File: config.mk
export PLATFORM = sky130hd
export DESIGN_NAME = rss_ctrl
export DESIGN_NICKNAME = d
export VERILOG_FILES = /design/src/design/rss_pkg.sv /design/src/design/rss_ctrl.sv
export SDC_FILE = /design/constraint.sdc
export NUM_CORES = 1
export LEC_CHECK = 0
export ABC_CLOCK_PERIOD_IN_PS = 3200
export BUFFER_PORTS_ARGS = -buffer_cell sky130_fd_sc_hd__buf_2
export CORE_MARGIN = 5
export CORE_UTILIZATION = 50
export DETAILED_ROUTE_END_ITERATION = 16
export PLACE_DENSITY = 0.76
export REMOVE_ABC_BUFFERS = 1
export SETUP_SLACK_MARGIN = 0.05
export SYNTH_ARGS = -nofsm -noshare
export SYNTH_HDL_FRONTEND = slang
export SYNTH_SLANG_ARGS = --single-unit
File: constraint.sdc
create_clock -name clock -period 3.2 [get_ports clock]
set_input_delay 0.64 -clock clock [delete_from_list [all_inputs] [get_ports clock]]
set_output_delay 0.64 -clock clock [all_outputs]
set_load 0.02 [all_outputs]
File: src/design/rss_pkg.sv
// Shared types and constants for the ratio summary statistics block.
// Word structs, controller states, command and status groups.
// No dependencies.
`timescale 1ns / 1ps

package rss_pkg;

   localparam int RATIO_W   = 24;
   localparam int CNT_W     = 16;
   localparam int VALUE_W   = 32;
   localparam int NUM_RANKS = 8;

   localparam logic [3:0] MET_TOTAL  = 4'd0;
   localparam logic [3:0] MET_SUCC   = 4'd1;
   localparam logic [3:0] MET_RATE1  = 4'd2;
   localparam logic [3:0] MET_RATE2  = 4'd3;
   localparam logic [3:0] MET_MEAN   = 4'd4;
   localparam logic [3:0] MET_STD    = 4'd5;
   localparam logic [3:0] MET_MEDIAN = 4'd6;
   localparam logic [3:0] MET_MIN    = 4'd7;
   localparam logic [3:0] MET_MAX    = 4'd8;
   localparam logic [3:0] MET_Q1     = 4'd9;
   localparam logic [3:0] MET_Q3     = 4'd10;
   localparam logic [3:0] MET_PVAL   = 4'd11;
   localparam logic [3:0] MET_EFFECT = 4'd12;

   localparam logic [2:0] RANK_MIN   = 3'd0;
   localparam logic [2:0] RANK_MAX   = 3'd1;
   localparam logic [2:0] RANK_MED_A = 3'd2;
   localparam logic [2:0] RANK_MED_B = 3'd3;
   localparam logic [2:0] RANK_Q1_A  = 3'd4;
   localparam logic [2:0] RANK_Q1_B  = 3'd5;
   localparam logic [2:0] RANK_Q3_A  = 3'd6;
   localparam logic [2:0] RANK_Q3_B  = 3'd7;

   typedef struct packed {
      logic                 clustered_ok;
      logic                 grid_ok;
      logic [RATIO_W-1:0]   ratio_value;
      logic                 last_item;
   } req_word_type;

   typedef struct packed {
      logic [3:0]           metric_code;
      logic signed [VALUE_W-1:0] metric_value;
      logic                 final_metric;
   } rsp_word_type;

   typedef enum logic [3:0] {
      ST_LOAD,
      ST_DIV,
      ST_DIV_WAIT,
      ST_VAR_SCAN,
      ST_VAR_WAIT,
      ST_SQRT_WAIT,
      ST_SEL_INIT,
      ST_SEL_SCAN,
      ST_SEL_WAIT,
      ST_SEL_STORE,
      ST_EMIT
   } state_type;

   typedef enum logic [2:0] {
      JOB_RATE1,
      JOB_RATE2,
      JOB_MEAN,
      JOB_VAR,
      JOB_PVAL,
      JOB_EFFECT
   } div_job_type;

   typedef enum logic {
      SCAN_VAR,
      SCAN_COUNT
   } scan_mode_type;

   typedef struct packed {
      logic          load;
      logic          clear_run;
      logic          div_start;
      div_job_type   div_job;
      logic          clr_std;
      logic          clr_eff;
      logic          scan_start;
      scan_mode_type scan_mode;
      logic          sel_init;
      logic          sel_store;
      logic [2:0]    rank;
      logic [4:0]    bit_idx;
      logic [3:0]    metric;
   } cmd_type;

   typedef struct packed {
      logic div_done;
      logic sqrt_done;
      logic scan_done;
      logic n_zero;
      logic n_lt2;
      logic s_zero;
   } status_type;

endpackage

File: src/design/rss_ctrl.sv
// Controller state machine: load phase, division jobs, scans, rank loop, emit.
// Depends on rss_pkg.
`timescale 1ns / 1ps

module rss_ctrl (
   input  logic                clock,
   input  logic                reset,
   input  logic                req_valid,
   input  logic                req_last,
   output logic                req_stall,
   output logic                rsp_valid,
   input  logic                rsp_stall,
   input  rss_pkg::status_type status,
   output rss_pkg::cmd_type    cmd
);

   rss_pkg::state_type   state_ff, state_in;
   rss_pkg::div_job_type job_ff, job_in;
   logic [3:0] code_ff, code_in;
   logic [2:0] rank_ff, rank_in;
   logic [4:0] bit_ff, bit_in;

   always_ff @(posedge clock) begin
      if (reset) begin
         state_ff <= rss_pkg::ST_LOAD;
         job_ff   <= rss_pkg::JOB_RATE1;
         code_ff  <= rss_pkg::MET_TOTAL;
         rank_ff  <= rss_pkg::RANK_MIN;
         bit_ff   <= '0;
      end else begin
         state_ff <= state_in;
         job_ff   <= job_in;
         code_ff  <= code_in;
         rank_ff  <= rank_in;
         bit_ff   <= bit_in;
      end
   end

   always_comb begin
      state_in = state_ff;
      job_in   = job_ff;
      code_in  = code_ff;
      rank_in  = rank_ff;
      bit_in   = bit_ff;
      req_stall = 1'b1;
      rsp_valid = 1'b0;
      cmd = '0;
      cmd.div_job   = job_ff;
      cmd.scan_mode = rss_pkg::SCAN_COUNT;
      cmd.rank      = rank_ff;
      cmd.bit_idx   = bit_ff;
      cmd.metric    = code_ff;
      case (state_ff)
         rss_pkg::ST_LOAD: begin
            req_stall = 1'b0;
            cmd.load  = req_valid;
            if (req_valid && req_last) begin
               job_in   = rss_pkg::JOB_RATE1;
               code_in  = rss_pkg::MET_TOTAL;
               rank_in  = rss_pkg::RANK_MIN;
               state_in = rss_pkg::ST_DIV;
            end
         end
         rss_pkg::ST_DIV: begin
            cmd.div_start = 1'b1;
            state_in = rss_pkg::ST_DIV_WAIT;
         end
         rss_pkg::ST_DIV_WAIT: begin
            if (status.div_done) begin
               case (job_ff)
                  rss_pkg::JOB_RATE1: begin
                     job_in   = rss_pkg::JOB_RATE2;
                     state_in = rss_pkg::ST_DIV;
                  end
                  rss_pkg::JOB_RATE2: begin
                     if (status.n_zero) state_in = rss_pkg::ST_EMIT;
                     else begin
                        job_in   = rss_pkg::JOB_MEAN;
                        state_in = rss_pkg::ST_DIV;
                     end
                  end
                  rss_pkg::JOB_MEAN: begin
                     if (status.n_lt2) begin
                        cmd.clr_std = 1'b1;
                        state_in = rss_pkg::ST_SEL_INIT;
                     end else state_in = rss_pkg::ST_VAR_SCAN;
                  end
                  rss_pkg::JOB_VAR: state_in = rss_pkg::ST_SQRT_WAIT;
                  rss_pkg::JOB_PVAL: begin
                     if (status.s_zero) begin
                        cmd.clr_eff = 1'b1;
                        state_in = rss_pkg::ST_EMIT;
                     end else begin
                        job_in   = rss_pkg::JOB_EFFECT;
                        state_in = rss_pkg::ST_DIV;
                     end
                  end
                  default: state_in = rss_pkg::ST_EMIT;
               endcase
            end
         end
         rss_pkg::ST_VAR_SCAN: begin
            cmd.scan_start = 1'b1;
            cmd.scan_mode  = rss_pkg::SCAN_VAR;
            state_in = rss_pkg::ST_VAR_WAIT;
         end
         rss_pkg::ST_VAR_WAIT: begin
            cmd.scan_mode = rss_pkg::SCAN_VAR;
            if (status.scan_done) begin
               job_in   = rss_pkg::JOB_VAR;
               state_in = rss_pkg::ST_DIV;
            end
         end
         rss_pkg::ST_SQRT_WAIT: begin
            if (status.sqrt_done) state_in = rss_pkg::ST_SEL_INIT;
         end
         rss_pkg::ST_SEL_INIT: begin
            cmd.sel_init = 1'b1;
            bit_in   = 5'(rss_pkg::RATIO_W - 1);
            state_in = rss_pkg::ST_SEL_SCAN;
         end
         rss_pkg::ST_SEL_SCAN: begin
            cmd.scan_start = 1'b1;
            state_in = rss_pkg::ST_SEL_WAIT;
         end
         rss_pkg::ST_SEL_WAIT: begin
            if (status.scan_done) begin
               if (bit_ff == '0) state_in = rss_pkg::ST_SEL_STORE;
               else begin
                  bit_in   = bit_ff - 5'd1;
                  state_in = rss_pkg::ST_SEL_SCAN;
               end
            end
         end
         rss_pkg::ST_SEL_STORE: begin
            cmd.sel_store = 1'b1;
            if (rank_ff == rss_pkg::RANK_Q3_B) begin
               job_in   = rss_pkg::JOB_PVAL;
               state_in = rss_pkg::ST_DIV;
            end else begin
               rank_in  = rank_ff + 3'd1;
               state_in = rss_pkg::ST_SEL_INIT;
            end
         end
         rss_pkg::ST_EMIT: begin
            rsp_valid = 1'b1;
            if (!rsp_stall) begin
               if (code_ff == rss_pkg::MET_EFFECT) begin
                  cmd.clear_run = 1'b1;
                  state_in = rss_pkg::ST_LOAD;
               end else code_in = code_ff + 4'd1;
            end
         end
         default: state_in = rss_pkg::ST_LOAD;
      endcase
   end

endmodule

==> Word level (Yosys, flattened, before mapping) <==
Cells that the tools add are included.
{ "classes": {"shift": 0, "eq_ne": 30, "add_sub_neg": 3, "n_bitwise": 0, "order_cmp": 0, "multipliers": 0, "n_mux": 48, "div_mod_pow": 0, "reduce_logical": 15} }
{ "op_table": {"columns": ["op", "n"], "rows": [
  ["two-way mux 4 bit", 13],
  ["one-hot mux 4 bit (11 select lines)", 1],
  ["two-way mux 3 bit", 9],
  ["inequality test 2 bit (second input constant)", 11],
  ["one-hot mux 4 bit (5 select lines)", 1],
  ["== test 4 x 3 -> 1 bit (second input constant)", 4],
  ["== test 4 bit (second input constant)", 4],
  ["two-way mux 1 bit", 15],
  ["one-hot mux 3 bit (4 select lines)", 1],
  ["two-way mux 5 bit", 2],
  ["one-hot mux 5 bit (2 select lines)", 1],
  ["one-hot mux 3 bit (3 select lines)", 1],
  ["== test 4 x 2 -> 1 bit (second input constant)", 2],
  ["one-hot mux 4 bit (2 select lines)", 1],
  ["AND reduction 8 bit", 1],
  ["AND reduction 7 bit", 1],
  ["== test 3 x 2 -> 1 bit (second input constant)", 2],
  ["== test 3 bit (second input constant)", 2],
  ["inequality test 3 bit (second input constant)", 2],
  ["one-hot mux 3 bit (2 select lines)", 1],
  ["AND reduction 3 bit", 2],
  ["nonzero test 2 bit", 3],
  ["zero test 5 bit", 1],
  ["subtractor 5 x 1 -> 5 bit (second input constant)", 1],
  ["other kinds (12)", 14]
]} }
{ "totals": {"word_cells": 101, "mem_count": 0, "input_bits": 11, "latchBits": 0, "ram_bits": 0, "mem_bits_ro": 0, "out_inout_bits": 26, "reg_bits": 19} }

==> Depth between registers and ports, before layout <==
{ "logic_depth": {"word_depth": 4, "ltp_mapped": 8, "mapped_depth_nobuf": 7} }

==> Worst setup path before layout <==
Ideal clock, no wire load.
{ "synth_timing": {"path_kind": "register -> output", "start": "reg state_ff[2]", "end": "out cmd[17] (netlist name)", "t_arrival_ns": 1.681, "stages_incl_launch_ff": 5, "required_ns": 2.560, "path_slack_ns": 0.879, "n_path_buf": 1, "cell_sequence": "dfxtp_1 > buf_2 > nor4b_2 > nand2_1 > nor4bb_1"} }
{ "synth_rtl": {"columns": ["item", "line", "rtl"], "rows": [
  ["start: declaration", "rss_ctrl.sv:17", "rss_pkg::state_type state_ff, state_in;"],
  ["start signal: assignment", "rss_ctrl.sv:25", "state_ff <= rss_pkg::ST_LOAD;"],
  ["start signal: assignment", "rss_ctrl.sv:31", "state_ff <= state_in;"],
  ["end: declaration", "rss_ctrl.sv:14", "output rss_pkg::cmd_type cmd"]
]} }

==> results.toml <==
[status]
status = "finished clean"

[synth]
synthTopCellsByCount = "dfxtp_1 (19), nand2_1 (15), nor2_1 (12), o21ai_0 (10), inv_1 (8)"
synth-seq-cells = 19
synth-main-ff-cell = "dfxtp_1"
yosysSeqAreaShare_pct = 25.89
syn_inst = 175
yosys_warnings = 0
synth_area_sq_um = 1469
synth-async-reset-ratio_pct = 0
yosys.area.top_type = "dfxtp_1"
synth.most_common_cell = "dfxtp_1"
synth_cell_type_count = 59
yosysTopAreaCellShare_pct = 25.89
post_synth.cell_area_avg_sq_um = 8.394
netlist_top_cells_area = "dfxtp_1 (26%), ha_1 (5.1%), nand2_1 (3.8%)"
synth-edff-count = 0

[sta]
max_freq_mhz = 389.2
slew_headroom_pct = 46.98
setup_viol = 0
finalHoldViolations = 0
finalSetupTns_ns = 0
post-route-period-util_pct = 80.30
finalMaxSlewViolations = 0
whs_ns = 0.4793
rsz0062_at_grt = "false"
fin_skew_ns = 0.001893
fin_crit_ns = 2.570
tightest_slew_ns = 0.7942

[detailed_routing]
drt_pre_antenna_iters = 4
wirelength_mm = 3.495
routed_via_density = 6.098
drt_iter0_drc = 107
drtAntennaViolNets = 0
drc = 0
vias = 1427
wl_per_cell_microns = 14.94

[grt]
grt_usage_pct = 16.64
grt_max_degree = 24
antenna_found_initial = 0
grt_pass1_wl_mm = 5.720
grt_pass1_vias = 1282
grt.overflow.total = 0

[final_layout]
finalNetCount = 221
design_area_sq_um = 1655
diodes = 0
drive_above_1_share_pct = 26.60
area.growth.synth_to_final_pct = 12.69

[setup_path]
cp.required_ns = 2.56
regToRegSetupSlack_ns = 1.01
cp-start-kind = "flip-flop"
r2r-end = "bit_ff[3]"
r2r_cells = 5
end_kind = "output pin"
critPathKind = "flip-flop to output pin"
timing.rr.start = "state_ff[3]"
path_max_fanout = 22
cp.arrival_ns = 1.93

[pwr]
p_per_area_nw_per_um2 = 608.0
p_leak_nw = 0.6728
ir_worst_vdd_mv = 0.5524

[place]
place_area_sq_um = 1628
place_congestion = 0.7909
portBuffers = 36
hpwl_mm = 2.625

[clock_tree]
cts_tree = "yes"
clk_pin_slew_ns = 0.12
cts_sinks = 19
clk_latency_ns = 0.30
htree_levels = 1
cts_hold_buf = 0
cts_setup_buffers = 0
cts_buffers = 3
cts_root_buf = "clkbuf_4"
clock_path_buffers = 2
ctsResizeCount = 0

[worst_hold_path]
whs_path_depth = 2
min_path_type = "flip-flop to flip-flop"
min_to = "rank_ff[1]"
min_from = "rank_ff[1]"

[floorplanning]
core_sq_um = 2781
initial_core_util_pct = 52.81
die_w_microns = 64.20
floorplan.die.height_microns = 64.20
ios = 37
die_area_sq_um = 4122
placementRows = 19

[run]
drv_cap = 0
through the flow:
stage	utilization (%)	instances	power, mW	worst slack (ns)
2_1_floorplan	-	162	0.7357	0.6418
3_3_place_gp	58.52	230	0.8649	1.047
3_5_place_dp	58.52	230	0.8795	0.9866
4_1_cts	59.51	234	1.009	0.6288
5_1_grt	59.51	234	1.075	0.4508
6_report	59.51	234	1.007	0.6304
report_power, final:
group,internal (mW),switching (mW)
clock,0.0467,0.0831
combinational,0.228,0.291
sequential,0.264,0.0935
cells by family after synthesis:
logic type	after synthesis	share of synthesized area [%]
AND/OR/NAND/NOR	75	36.20
buffers and inverters	22	6.899
multiplexers	6	4.259
flip-flops	19	25.89
XOR/XNOR	2	1.193
AO/OA/AOI/OAI	45	20.45
adder cells (fa/ha/maj)	6	5.111
final cells by class:
| class | instances | area [sq um] |
|---|---|---|
| multi-input combinational | 134 | 987.2 |
| fill | 276 | 1126 |
| tap | 31 | 38.79 |
| inverter | 9 | 33.78 |
| clock buffer | 3 | 22.52 |
| sequential | 19 | 380.4 |
| timing repair buffer | 37 | 187.7 |
| clock inverter | 1 | 5.005 |
worst max-delay path by stage:
stage,from,to,slack (ns)
after floorplan,state_ff[1],cmd[17],0.64
after global placement,state_ff[2],cmd[17],1.05
after detailed placement,state_ff[2],cmd[17],0.99
after CTS,state_ff[2],cmd[17],0.63
after global routing,state_ff[2],cmd[17],0.45
final,state_ff[2],cmd[17],0.63
placed cells by master (no fill, tap or decap), drive strengths merged, types with 2 or more instances in the layout:
master   netlist  routed
a211oi         3       3
a21oi          6       6
and2           2       2
and3           2       2
buf            9      37
clkbuf         4       3
dfxtp         19      19
ha             6       6
inv            9       9
mux2           2       2
mux2i          4       4
nand2         15      15
nand2b         4       4
nand3          3       3
nor2          12      12
nor2b          5       5
nor3           6       6
nor3b          7       7
nor4           2       2
nor4b          4       4
nor4bb         3       3
o2111ai        3       3
o21a           2       2
o21ai         16      16
o221ai         2       2
o311ai         2       2
or3            2       2
or4b           2       2
routing by layer:
layer	up-vias	GRT usage (%)	part of all wire, %
met5	-	0	0
met4	0	5.852	1.4
met3	6	2.802	5.7
met2	46	27.14	49
met1	671	22.05	44
li1	704	-	-
worst max-delay path: stages (launching register included):
cell and delay (ns):
dfxtp_1 0.57, nor4b_2 0.48, nand2_1 0.12, nor4bb_1 0.24
buf_2 0.20
state kept, by name (all words and copies together) (netlist names):
signal	cells
bit_ff	5
code_ff	4
job_ff	3
state_ff	4
rank_ff	3
(Power assumes the default switching activity.)
